$ cat src/rtl/qpd_pkg.sv
// Shared types, constants and ordering function for the two-queue dispatcher.
`default_nettype none

package qpd_pkg;

  // Input mode codes
  localparam logic MODE_ENQ  = 1'b0;
  localparam logic MODE_DISP = 1'b1;

  // Direction codes
  localparam logic DIR_EAST = 1'b0;
  localparam logic DIR_WEST = 1'b1;

  localparam int unsigned LOAD_W  = 10;
  localparam int unsigned ID_W    = 8;
  localparam int unsigned LIMIT_W = 8;

  localparam logic [LIMIT_W-1:0] STARVE_LIMIT_RST = LIMIT_W'(3);
  localparam logic [LIMIT_W-1:0] GRANTS_MAX       = '1;

  // Direction of the most recent grant
  typedef enum logic [1:0] {
    LAST_NONE = 2'd0,
    LAST_EAST = 2'd1,
    LAST_WEST = 2'd2
  } last_dir_t;

  // One queued request, {prio, load_time, id}
  typedef struct packed {
    logic              prio;
    logic [LOAD_W-1:0] load;
    logic [ID_W-1:0]   id;
  } entry_t;

  // What a cell shows its neighbors
  typedef struct packed {
    entry_t entry;
    logic   occ;
    logic   cond;   // new request goes at or before this slot
  } cell_link_t;

  // One result
  typedef struct packed {
    logic            grant_valid;
    logic            grant_west;
    logic [ID_W-1:0] grant_id;
    logic            queue_full;
  } result_t;

  // True when a strictly sorts ahead of b
  function automatic logic beats(input entry_t a, input entry_t b);
    logic r;
    if (a.prio != b.prio) begin
      r = a.prio;
    end else if (a.load != b.load) begin
      r = (a.load < b.load);
    end else begin
      r = (a.id < b.id);
    end
    return r;
  endfunction

endpackage

`default_nettype wire

$ cat src/rtl/qpd_cell.sv
// One slot of a sorted shift-insert queue.
`default_nettype none

module qpd_cell (
  input  wire logic               clk,
  input  wire logic               rst_n,
  input  wire qpd_pkg::entry_t     new_entry,
  input  wire logic               ins_en,
  input  wire logic               pop_en,
  input  wire qpd_pkg::cell_link_t prev_link,
  input  wire qpd_pkg::cell_link_t next_link,
  output qpd_pkg::cell_link_t      link
);
  import qpd_pkg::*;

  entry_t entry_r, entry_nxt;
  logic   occ_r, occ_nxt;
  logic   cond;

  // Insert point is the first slot that is empty or beaten by the new request
  assign cond = !occ_r || beats(new_entry, entry_r);

  assign link.entry = entry_r;
  assign link.occ   = occ_r;
  assign link.cond  = cond;

  // Next slot contents: take new, shift from ahead, shift from behind, or hold
  always_comb begin
    entry_nxt = entry_r;
    occ_nxt   = occ_r;
    priority if (ins_en) begin
      if (cond && !prev_link.cond) begin
        entry_nxt = new_entry;
        occ_nxt   = 1'b1;
      end else if (cond) begin
        entry_nxt = prev_link.entry;
        occ_nxt   = prev_link.occ;
      end
    end else if (pop_en) begin
      entry_nxt = next_link.entry;
      occ_nxt   = next_link.occ;
    end
  end

  always_ff @(posedge clk) begin
    entry_r <= entry_nxt;
  end

  always_ff @(posedge clk) begin
    if (!rst_n) begin
      occ_r <= 1'b0;
    end else begin
      occ_r <= occ_nxt;
    end
  end

endmodule

`default_nettype wire

$ cat src/rtl/qpd_queue.sv
// Sorted request queue built as a row of shift-insert cells.
`default_nettype none

module qpd_queue #(
  parameter int unsigned DEPTH = 16
) (
  input  wire logic           clk,
  input  wire logic           rst_n,
  input  wire qpd_pkg::entry_t new_entry,
  input  wire logic           ins_en,
  input  wire logic           pop_en,
  output qpd_pkg::entry_t      head,
  output logic                busy,
  output logic                full
);
  import qpd_pkg::*;

  cell_link_t links [DEPTH];
  cell_link_t edge_link;

  // Boundary seen ahead of the head and behind the tail
  assign edge_link = '{entry: '0, occ: 1'b0, cond: 1'b0};

  for (genvar i = 0; i < DEPTH; i++) begin : g_cell
    cell_link_t prev_l, next_l;
    if (i == 0) begin : g_first
      assign prev_l = edge_link;
    end else begin : g_mid
      assign prev_l = links[i-1];
    end
    if (i == DEPTH - 1) begin : g_last
      assign next_l = edge_link;
    end else begin : g_rest
      assign next_l = links[i+1];
    end
    qpd_cell u_cell (
      .clk       (clk),
      .rst_n     (rst_n),
      .new_entry (new_entry),
      .ins_en    (ins_en),
      .pop_en    (pop_en),
      .prev_link (prev_l),
      .next_link (next_l),
      .link      (links[i])
    );
  end

  assign head = links[0].entry;
  assign busy = links[0].occ;
  assign full = links[DEPTH-1].occ;

endmodule

`default_nettype wire

$ cat src/rtl/two_queue_priority_dispatcher_unit.sv
// Top level: two sorted queues, dispatch arbiter and result buffer.
//
//   channel | direction | handshake          | payload
//   in_     | input     | in_valid/in_stall  | mode, to_west, high_prio, load_time, req_id
//   out_    | output    | out_valid/out_stall| grant_valid, grant_west, grant_id, queue_full
//   cfg_    | input     | cfg_wr_en          | cfg_wr_data (starve_limit)
//
// Each request is handled in the cycle it is accepted: every cell compares
// against the new request in parallel and hands its entry to a neighbor.
// One request per cycle while in_stall is low; the result reaches out_ in the cycle after
// acceptance when the output register is free, else it waits in the skid register.
// A two-entry result buffer keeps in_stall low until two results wait.
// Synchronous reset empties both queues and sets starve_limit to 3.
`default_nettype none

module two_queue_priority_dispatcher_unit #(
  parameter int unsigned QUEUE_DEPTH = 16
) (
  input  wire logic                        clk,
  input  wire logic                        rst_n,
  input  wire logic                        in_valid,
  output logic                             in_stall,
  input  wire logic                        in_mode,
  input  wire logic                        in_to_west,
  input  wire logic                        in_high_prio,
  input  wire logic [qpd_pkg::LOAD_W-1:0]  in_load_time,
  input  wire logic [qpd_pkg::ID_W-1:0]    in_req_id,
  output logic                             out_valid,
  input  wire logic                        out_stall,
  output logic                             out_grant_valid,
  output logic                             out_grant_west,
  output logic [qpd_pkg::ID_W-1:0]         out_grant_id,
  output logic                             out_queue_full,
  input  wire logic                        cfg_wr_en,
  input  wire logic [qpd_pkg::LIMIT_W-1:0] cfg_wr_data
);
  import qpd_pkg::*;

  logic                 accept;
  entry_t               new_entry;
  entry_t               east_head, west_head;
  logic                 east_busy, west_busy, east_full, west_full;
  logic                 east_ins, west_ins, east_pop, west_pop;
  logic                 is_disp, any_busy, pick_west;
  logic                 clr_east, clr_west;
  logic [LIMIT_W-1:0]   starve_limit_r;
  logic [LIMIT_W-1:0]   east_grants_r, east_grants_nxt;
  logic [LIMIT_W-1:0]   west_grants_r, west_grants_nxt;
  last_dir_t            last_dir_r, last_dir_nxt;
  result_t              res;
  result_t              out_r, skid_r;
  logic                 out_valid_r, skid_valid_r;
  logic                 out_take;

  assign accept    = in_valid && !in_stall;
  assign is_disp   = (in_mode == MODE_DISP);
  assign new_entry = '{prio: in_high_prio, load: in_load_time, id: in_req_id};

  // Queues
  qpd_queue #(.DEPTH(QUEUE_DEPTH)) u_east (
    .clk (clk), .rst_n (rst_n), .new_entry (new_entry),
    .ins_en (east_ins), .pop_en (east_pop),
    .head (east_head), .busy (east_busy), .full (east_full)
  );

  qpd_queue #(.DEPTH(QUEUE_DEPTH)) u_west (
    .clk (clk), .rst_n (rst_n), .new_entry (new_entry),
    .ins_en (west_ins), .pop_en (west_pop),
    .head (west_head), .busy (west_busy), .full (west_full)
  );

  // Dispatch choice: lone queue, starvation yield (east first), priority, alternation
  always_comb begin
    pick_west = 1'b0;
    clr_east  = 1'b0;
    clr_west  = 1'b0;
    priority if (!east_busy) begin
      pick_west = 1'b1;
    end else if (!west_busy) begin
      pick_west = 1'b0;
    end else if (east_grants_r >= starve_limit_r) begin
      pick_west = 1'b1;
      clr_east  = 1'b1;
    end else if (west_grants_r >= starve_limit_r) begin
      pick_west = 1'b0;
      clr_west  = 1'b1;
    end else if (east_head.prio != west_head.prio) begin
      pick_west = west_head.prio;
    end else begin
      pick_west = (last_dir_r != LAST_WEST);
    end
  end

  assign any_busy = east_busy || west_busy;

  // Queue controls
  assign east_ins = accept && !is_disp && (in_to_west == DIR_EAST) && !east_full;
  assign west_ins = accept && !is_disp && (in_to_west == DIR_WEST) && !west_full;
  assign east_pop = accept && is_disp && any_busy && !pick_west;
  assign west_pop = accept && is_disp && any_busy && pick_west;

  // Grant counters and last direction
  always_comb begin
    east_grants_nxt = east_grants_r;
    west_grants_nxt = west_grants_r;
    last_dir_nxt    = last_dir_r;
    if (east_pop || west_pop) begin
      if (clr_east) begin
        east_grants_nxt = '0;
      end
      if (clr_west) begin
        west_grants_nxt = '0;
      end
      if (west_pop) begin
        if (west_grants_nxt != GRANTS_MAX) begin
          west_grants_nxt = west_grants_nxt + LIMIT_W'(1);
        end
        last_dir_nxt = LAST_WEST;
      end else begin
        if (east_grants_nxt != GRANTS_MAX) begin
          east_grants_nxt = east_grants_nxt + LIMIT_W'(1);
        end
        last_dir_nxt = LAST_EAST;
      end
    end
  end

  always_ff @(posedge clk) begin
    if (!rst_n) begin
      east_grants_r  <= '0;
      west_grants_r  <= '0;
      last_dir_r     <= LAST_NONE;
      starve_limit_r <= STARVE_LIMIT_RST;
    end else begin
      east_grants_r <= east_grants_nxt;
      west_grants_r <= west_grants_nxt;
      last_dir_r    <= last_dir_nxt;
      if (cfg_wr_en) begin
        starve_limit_r <= cfg_wr_data;
      end
    end
  end

  // Result of the accepted request
  always_comb begin
    res.grant_valid = is_disp && any_busy;
    res.grant_west  = is_disp && any_busy && pick_west;
    res.grant_id    = '0;
    res.queue_full  = 1'b0;
    if (is_disp) begin
      if (any_busy) begin
        res.grant_id = pick_west ? west_head.id : east_head.id;
      end
    end else begin
      res.queue_full = (in_to_west == DIR_WEST) ? west_full : east_full;
    end
  end

  // Two-entry result buffer: output register plus skid register
  assign out_take = out_valid_r && !out_stall;
  assign in_stall = skid_valid_r;

  always_ff @(posedge clk) begin
    if (!rst_n) begin
      out_valid_r  <= 1'b0;
      skid_valid_r <= 1'b0;
    end else begin
      priority if (skid_valid_r) begin
        if (out_take) begin
          skid_valid_r <= 1'b0;
        end
      end else if (accept) begin
        if (!out_valid_r || out_take) begin
          out_valid_r <= 1'b1;
        end else begin
          skid_valid_r <= 1'b1;
        end
      end else if (out_take) begin
        out_valid_r <= 1'b0;
      end
    end
  end

  always_ff @(posedge clk) begin
    if (skid_valid_r) begin
      if (out_take) begin
        out_r <= skid_r;
      end
    end else if (accept) begin
      if (!out_valid_r || out_take) begin
        out_r <= res;
      end else begin
        skid_r <= res;
      end
    end
  end

  assign out_valid       = out_valid_r;
  assign out_grant_valid = out_r.grant_valid;
  assign out_grant_west  = out_r.grant_west;
  assign out_grant_id    = out_r.grant_id;
  assign out_queue_full  = out_r.queue_full;

endmodule

`default_nettype wire

$ cat config.mk
export PLATFORM = sky130hd
export DESIGN_NAME = two_queue_priority_dispatcher_unit
export DESIGN_NICKNAME = d
export VERILOG_FILES = /design/src/rtl/qpd_pkg.sv /design/src/rtl/qpd_cell.sv /design/src/rtl/qpd_queue.sv /design/src/rtl/two_queue_priority_dispatcher_unit.sv
export SDC_FILE = /design/constraint.sdc
export NUM_CORES = 2
export LEC_CHECK = 0
export ABC_AREA = 1
export BUFFER_PORTS_ARGS = -buffer_cell sky130_fd_sc_hd__buf_2
export CELL_PAD_IN_SITES_DETAIL_PLACEMENT = 0
export CELL_PAD_IN_SITES_GLOBAL_PLACEMENT = 1
export CORE_MARGIN = 4
export CORE_UTILIZATION = 40
export CTS_BUF_LIST = sky130_fd_sc_hd__clkbuf_4 sky130_fd_sc_hd__clkbuf_8 sky130_fd_sc_hd__clkbuf_16
export DETAILED_ROUTE_END_ITERATION = 8
export PLACE_DENSITY = 0.76
export SYNTH_ARGS = -nofsm -noshare
export SYNTH_HDL_FRONTEND = slang
export SYNTH_SLANG_ARGS = --single-unit
$ cat constraint.sdc
create_clock -name clk -period 4.7 [get_ports clk]
set_input_delay 0.235 -clock clk [delete_from_list [all_inputs] [get_ports clk]]
set_output_delay 0.235 -clock clk [all_outputs]
set_load 0.02 [all_outputs]
Word-level counts from Yosys, hierarchy flattened
Cells that the tools add are included.
{"block": "op_classes", "add_sub_neg": 2, "n_lt_le_gt_ge": 66, "eq_ne": 102, "n_mux": 353, "bitwise": 3, "n_reduce_logical": 185}
{"op": "19-bit 2-to-1 mux", "n": 126}
{"op": "10-bit less-than comparator", "n": 32}
{"op": "10-bit inequality test", "n": 32}
{"op": "8-bit less-than comparator", "n": 32}
{"op": "1-bit 2-to-1 mux", "n": 211}
{"op": "8-bit 2-to-1 mux", "n": 11}
{"op": "1-bit zero test", "n": 67}
{"op": "2-bit AND reduction", "n": 32}
{"op": "3-bit by 1-bit inequality test with 1-bit output, second input constant", "n": 15}
{"op": "3-bit inequality test, second input constant", "n": 15}
{"op": "11-bit 2-to-1 mux", "n": 4}
{"op": "1-bit logical AND", "n": 43}
{"op": "1-bit logical OR", "n": 35}
{"op": "1-bit inequality test", "n": 33}
{"op": "8-bit by 1-bit adder with 8-bit output, second input constant", "n": 2}
{"op": "8-bit >= comparator", "n": 2}
{"op": "8-bit inequality test, second input constant", "n": 2}
{"op": "2-bit nonzero test", "n": 5}
{"op": "3-bit AND reduction", "n": 3}
{"op": "2-bit by 1-bit inequality test with 1-bit output, second input constant", "n": 4}
{"op": "1-bit inverter", "n": 3}
{"op": "2-bit 2-to-1 mux", "n": 1}
{"op": "2-bit inequality test, second input constant", "n": 1}
{"block": "word_totals", "reg_bits": 690, "inputBits": 34}

Longest topological paths before layout
{"block": "logic_depth", "depth_word": 13, "depth_mapped": 23}

Modules after synthesis
Synthesis repeated with hierarchy kept, for this count alone.
{"block": "hier_totals", "cells_unflattened": 8125, "area_unflattened_um2": 57964.3}
{"module": "qpd_cell (u_east.g_cell[0].u_cell ...)", "instances": 28, "cells_per_inst": 241, "area_each_um2": 1722.9, "seq_area_each_um2": 590.6}
{"module": "qpd_cell (u_west.g_cell[6].u_cell ...)", "instances": 4, "cells_per_inst": 242, "area_each_um2": 1680.4, "seq_area_each_um2": 590.6}
{"module": "two_queue_priority_dispatcher_unit", "instances": 1, "cells_per_inst": 407, "area_each_um2": 2994.1, "seq_area_each_um2": 1221.2}
{"module": "qpd_queue", "instances": 2, "cells_per_inst": 1, "area_each_um2": 3.8, "seq_area_each_um2": 0.0}

Least setup slack after synthesis
No wires, ideal clock.
{"block": "synth_timing", "kind": "input to register", "from": "in in_load_time[0] (netlist name)", "to": "reg u_west.g_cell[1].u_cell.entry_r (netlist bit u_west.g_cell[1].u_cell.link[10]) (enable)", "setup_time_ns": 0.374, "arrival_time_ns": 3.080, "required_time_ns": 4.326, "path_slack_ns": 1.246, "path_stages": 12, "path_cell_list": "inv_1 clkbuf_1 ha_1 nor2_1 o211ai_1 nand3_1 a21boi_0 nand2_1 nand3_2 clkbuf_1 o21ai_0 inv_1"}
{"block": "synth_between", "elab_chain_len": 8, "elab_cells_between_ends": 14}
{"item": "from (decl)", "line_no": "two_queue_priority_dispatcher_unit.sv:26", "text": "input wire logic [qpd_pkg::LOAD_W-1:0] in_load_time,"}
{"item": "10-bit less-than comparator / 10-bit inequality test (equally long branches)", "line_no": "qpd_pkg.sv:56, qpd_pkg.sv:55"}
{"item": "1-bit 2-to-1 mux", "line_no": "qpd_pkg.sv:55", "text": "end else if (a.load != b.load) begin"}
{"item": "1-bit 2-to-1 mux", "line_no": "qpd_pkg.sv:53", "text": "if (a.prio != b.prio) begin"}
{"item": "1-bit logical OR", "line_no": "qpd_cell.sv:21", "text": "assign cond = !occ_r || beats(new_entry, entry_r);"}
{"item": "1-bit zero test", "line_no": "qpd_cell.sv:32", "text": "if (cond && !prev_link.cond) begin"}
{"item": "1-bit logical AND", "line_no": "qpd_cell.sv:32"}
{"item": "3-bit inequality test (no line) (*)"}
{"item": "2-bit AND reduction (no line) (*)"}
{"item": "to (signal assigned)", "line_no": "qpd_cell.sv:46", "text": "entry_r <= entry_nxt;"}
{"item": "to (decl)", "line_no": "qpd_cell.sv:16", "text": "entry_t entry_r, entry_nxt;"}
Mark *: on every way between the ends. The rest lies on a longest branch, timed or not.
A chain may end at the register's enable or synchronous reset.

Worst setup path after layout
{"block": "layout_timing", "from": "reg east_grants_r[0]", "to": "reg u_east.g_cell[14].u_cell.entry_r (netlist bit u_east.g_cell[14].u_cell.link[4]) (enable)"}
{"block": "layout_between", "elab_chain_len": 8}
{"item": "from (decl)", "line_no": "two_queue_priority_dispatcher_unit.sv:47", "text": "logic [LIMIT_W-1:0] east_grants_r, east_grants_nxt;"}
{"item": "from (signal assigned)", "line_no": "two_queue_priority_dispatcher_unit.sv:135", "text": "east_grants_r <= east_grants_nxt;"}
{"item": "8-bit >= comparator", "line_no": "two_queue_priority_dispatcher_unit.sv:81", "text": "end else if (east_grants_r >= starve_limit_r) begin"}
{"item": "1-bit 2-to-1 mux", "line_no": "two_queue_priority_dispatcher_unit.sv:81"}
{"item": "1-bit 2-to-1 mux", "line_no": "two_queue_priority_dispatcher_unit.sv:79", "text": "end else if (!west_busy) begin"}
{"item": "1-bit 2-to-1 mux", "line_no": "two_queue_priority_dispatcher_unit.sv:77", "text": "priority if (!east_busy) begin"}
{"item": "1-bit zero test", "line_no": "two_queue_priority_dispatcher_unit.sv:99", "text": "assign east_pop = accept && is_disp && any_busy && !pick_west;"}
{"item": "1-bit logical AND", "line_no": "two_queue_priority_dispatcher_unit.sv:99"}
{"item": "2-bit nonzero test (no line)"}
{"item": "2-bit AND reduction (no line)"}
{"item": "to (signal assigned)", "line_no": "qpd_cell.sv:46"}
{"item": "to (decl)", "line_no": "qpd_cell.sv:16"}
Every way passes these cells.

==> metrics.csv <==
stage;metric;value;unit
run_status;status;complete, no violations;
synthesis;synthCells;6946;
layout;drive_gt1_frac;0.05848;
synthesis;synthAdderAreaFrac;0.1357;
layout;syn_to_final_growth;9.754;%
route;first_pass_iters;6;
route;viasPerCell;5.386;
timing;whs;94.95;ps
synthesis;yosysTopAreaCell;edfxtp_1;
timing;fin_crit;3531;ps
synthesis;yosys_warnings;0;
worst_setup_path;required;5000;ps
timing;tightest_slew;1182;ps
placed_design;io_buffers;46;
layout;nets;7466;
floorplan;io_pins;47;
timing;final.setup_skew;35.15;ps
pwr;internal_power;11.89;mW
floorplan;die_x;367.9;µm
route;drtIter0Drc;4149;
timing;hold_viol_final;0;
synthesis;ys.flop_type;edfxtp_1;
synthesis;ys_ff_latch;690;
synthesis;yosys-top-cells-area;edfxtp_1, nand2_1, ha_1, nand3_1, inv_1;
timing;slew_viol_final;0;
floorplan;start_util;0.4042;
cts;tritoncts;built;
pwr;switchingPower;5.071;mW
pwr;power_frac_seq;0.429;
cts;clk_path_buf_depth;3;
pwr;p_leak;27.21;nW
timing;setup_viol;0;
global_route;grt_usage;0.2506;
worst_setup_path;setup.worst_path.class;flop to flop;
synthesis;synth_compound_area_frac;0.07245;
min_path;hold_path.class;input port to flop;
cts;cts_buffers;88;
floorplan;dieArea;135400;µm²
layout;stdcell_count;8673;
timing;setup_tns;0;ps
worst_setup_path;worstPathArrival;3830;ps
placed_design;placed_cell_area;53840;µm²
pwr;sw_frac_of_total;0.2990;
route;drc;0;
placed_design;gp_congestion;0.8651;
synthesis;yosysUniqueCellTypes;43;
route;met2_length;80.01;mm
synthesis;synth_area_per_cell;7.459;µm²
synthesis;muxShareOfSynthArea;0;
synthesis;synth-xor-area-share;0.0001690;
pwr;comb_power_share;0.172;
timing;rsz0062_at_grt;false;
route;wl_met1;77.52;mm
worst_setup_path;worst-path-max-fanout;25;
route;met3_wirelength;10.35;mm
placed_design;dp.cells;8489;
timing;fmax;283.2;MHz
cts;cts_sinks;690;
run;drv_cap;0;
cts;postCtsSetupBuffers;0;
placed_design;dp.final_hpwl;122.0;mm
route;wirelength;173.7;mm
cts;clkTransAtPathRegs;60;ps
synthesis;synth_nets;7542;
global_route;overflow;0;
global_route;grt_pass1_wl;269.1;mm
layout;postLayoutCoreUtil;0.4437;
synthesis;synth_edf_count;630;
pwr;clkPwrFrac;0.399;
cts;clk_latency;700;ps
cts;h-tree-depth;3;
synthesis;yosysSeqAreaShare;0.3883;
global_route;grt_pass1_vias;45080;
synthesis;netlist.area_leader.share;0.3651;
worst_setup_path;start_kind;flop;
layout;fin_area;56870;µm²
route;num_vias;46720;
global_route;antenna_found_initial;6;
cts;cts_root_buf;clkbuf_16;
floorplan;fp.dieH;367.9;µm
timing;finalCritPeriodShare;0.7513;
route;wire_per_inst;20.02;µm
synthesis;synth_top_family_by_area;simple AND/OR/NAND/NOR gates;
synthesis;synth_simple_gate_area_frac;0.3130;
route;postRouteAntennaNets;0;
global_route;grt_max_degree;229;
floorplan;core;128200;µm²
floorplan;num_rows;131;
synthesis;syn_area;51810;µm²
worst_setup_path;cp-end-kind;flop;
timing;relSlewSlack;0.2119;
pwr;power_density;298.2;nW/µm²
pwr;ir_drop;0.2281;mV
route;highest_layer;met5;
synthesis;async_reset_ff_frac;0;
repair_timing:
action	in CTS	in global routing
gates resized for setup	0	0
hold buffers	20	0
hold endpoints to repair	10	0
final cells by class:
type | count | area (µm²)
well taps | 1729 | 2163
multi-input cells | 5063 | 27030
clock inverters | 37 | 252.7
diodes | 2 | 5.005
flip-flops and latches | 690 | 20120
fillers | 13140 | 71310
clock buffers | 125 | 2564
inverters | 830 | 3133
repair buffers | 197 | 1602
routing by layer:
metal / up-vias / track usage
li1: 23000 / -
met1: 22010 / 0.3390
met2: 1448 / 0.4145
met3: 257 / 0.03196
met4: 2 / 0.08440
met5: - / 0
placed cells by master (no fill, tap or decap), types with 4 or more instances in the layout:
cell / instances
nand2_1: 2214
nand3_1: 1041
inv_1: 798
edfxtp_1: 630
ha_1: 562
nor2_1: 354
a21oi_1: 290
o21ai_0: 223
nand4_1: 128
buf_4: 116
clkbuf_16: 91
dfxtp_1: 60
o21a_1: 52
o21ai_1: 49
buf_2: 46
o211ai_1: 32
clkbuf_4: 29
inv_2: 28
nand2_2: 24
dlygate4sd3_1: 20
nand3b_1: 16
clkinv_2: 16
buf_12: 15
clkinv_1: 14
nor3_1: 13
nand3_2: 11
o31ai_1: 9
a21o_1: 8
nor2_4: 6
a21boi_0: 5
clkbuf_8: 5
o22ai_1: 4
synthesized netlist by cell type (4+ instances only):
library cell  number
a21o_1             8
o21a_1            52
o21ai_1           49
nand2_1         2216
dfxtp_1           60
buf_2            109
o31ai_1            9
ha_1             562
buf_1             25
nand4_1          128
nor3_1            13
nand3_1         1041
inv_1            815
o211ai_1          32
nand3_2           11
buf_4             15
a21boi_0           5
o21ai_0          223
a21oi_1          290
nand2_2           23
nor2_1           354
clkbuf_1         213
o22ai_1            4
nand3b_1          16
edfxtp_1         630
inv_2             12
nor2_4             5
kinds of logic (layout without fill, tap and decap cells):
kind of cell | count (synthesis) | after routing
simple gates | 3815 | 3815
buf+inv | 1193 | 1189
fa+ha+maj | 562 | 562
flops | 690 | 690
other cells | 0 | 2
xor+xnor | 1 | 1
compound gates | 685 | 685
worst max-delay path, cell delays in order (launching register included):
cell and delay [ps]:
dfxtp_1 400, inv_1 70, ha_1 270, nand2_1 60
nand3_1 70, nand2_1 60, nand2_1 60, a21oi_1 180
nand2_1 130, nand2_1 120, nand3_2 130, nand2_2 580
o21ai_1 200, inv_1 710
power by group through the flow:
stage | logic (mW) | clock network (mW) | registers (mW)
final | 2.92 | 6.76 | 7.28
after global routing | 3.31 | 7.13 | 7.30
after CTS | 2.91 | 6.88 | 7.27
after detailed placement | 2.89 | 0 | 7.40
after global placement | 2.83 | 0 | 7.39
after floorplan | 1.90 | 0 | 7.34
sequential cells by signal (all words and copies together) (netlist names):
| register | flops |
|---|---|
| out_grant_west | 1 |
| out_grant_valid | 1 |
| u_east.g_cell.u_cell.occ_r | 16 |
| last_dir_r | 2 |
| u_west.g_cell.u_cell.occ_r | 16 |
| east_grants_r | 8 |
| skid_r | 11 |
| u_east.g_cell.u_cell.link | 304 |
| out_valid | 1 |
| starve_limit_r | 8 |
| west_grants_r | 8 |
| u_west.g_cell.u_cell.link | 304 |
| in_stall | 1 |
| out_grant_id | 8 |
| out_queue_full | 1 |
per-stage QoR:
step                setup slack, ps  total power [mW]
floorplan                      1246             9.235
global placement              901.3             10.22
detailed placement            921.1             10.28
CTS                            1115             17.07
global route                  847.2             17.74
finish                         1169             16.96
final timing paths:
kind / startpoint / end / slack, ps / depth (start not counted)
worst max-delay path: east_grants_r[0] / u_east.g_cell[14].u_cell.link[4] / 1170 / 13
worst min-delay path: in_load_time[0] / u_west.g_cell[0].u_cell.link[10] / 90 / 3
worst min register to register: last_dir_r[0] / last_dir_r[0] / 490 / 2
worst max register to register: east_grants_r[0] / u_east.g_cell[14].u_cell.link[4] / 1170 / 13
Note: power is estimated with default switching activity, not from simulation.
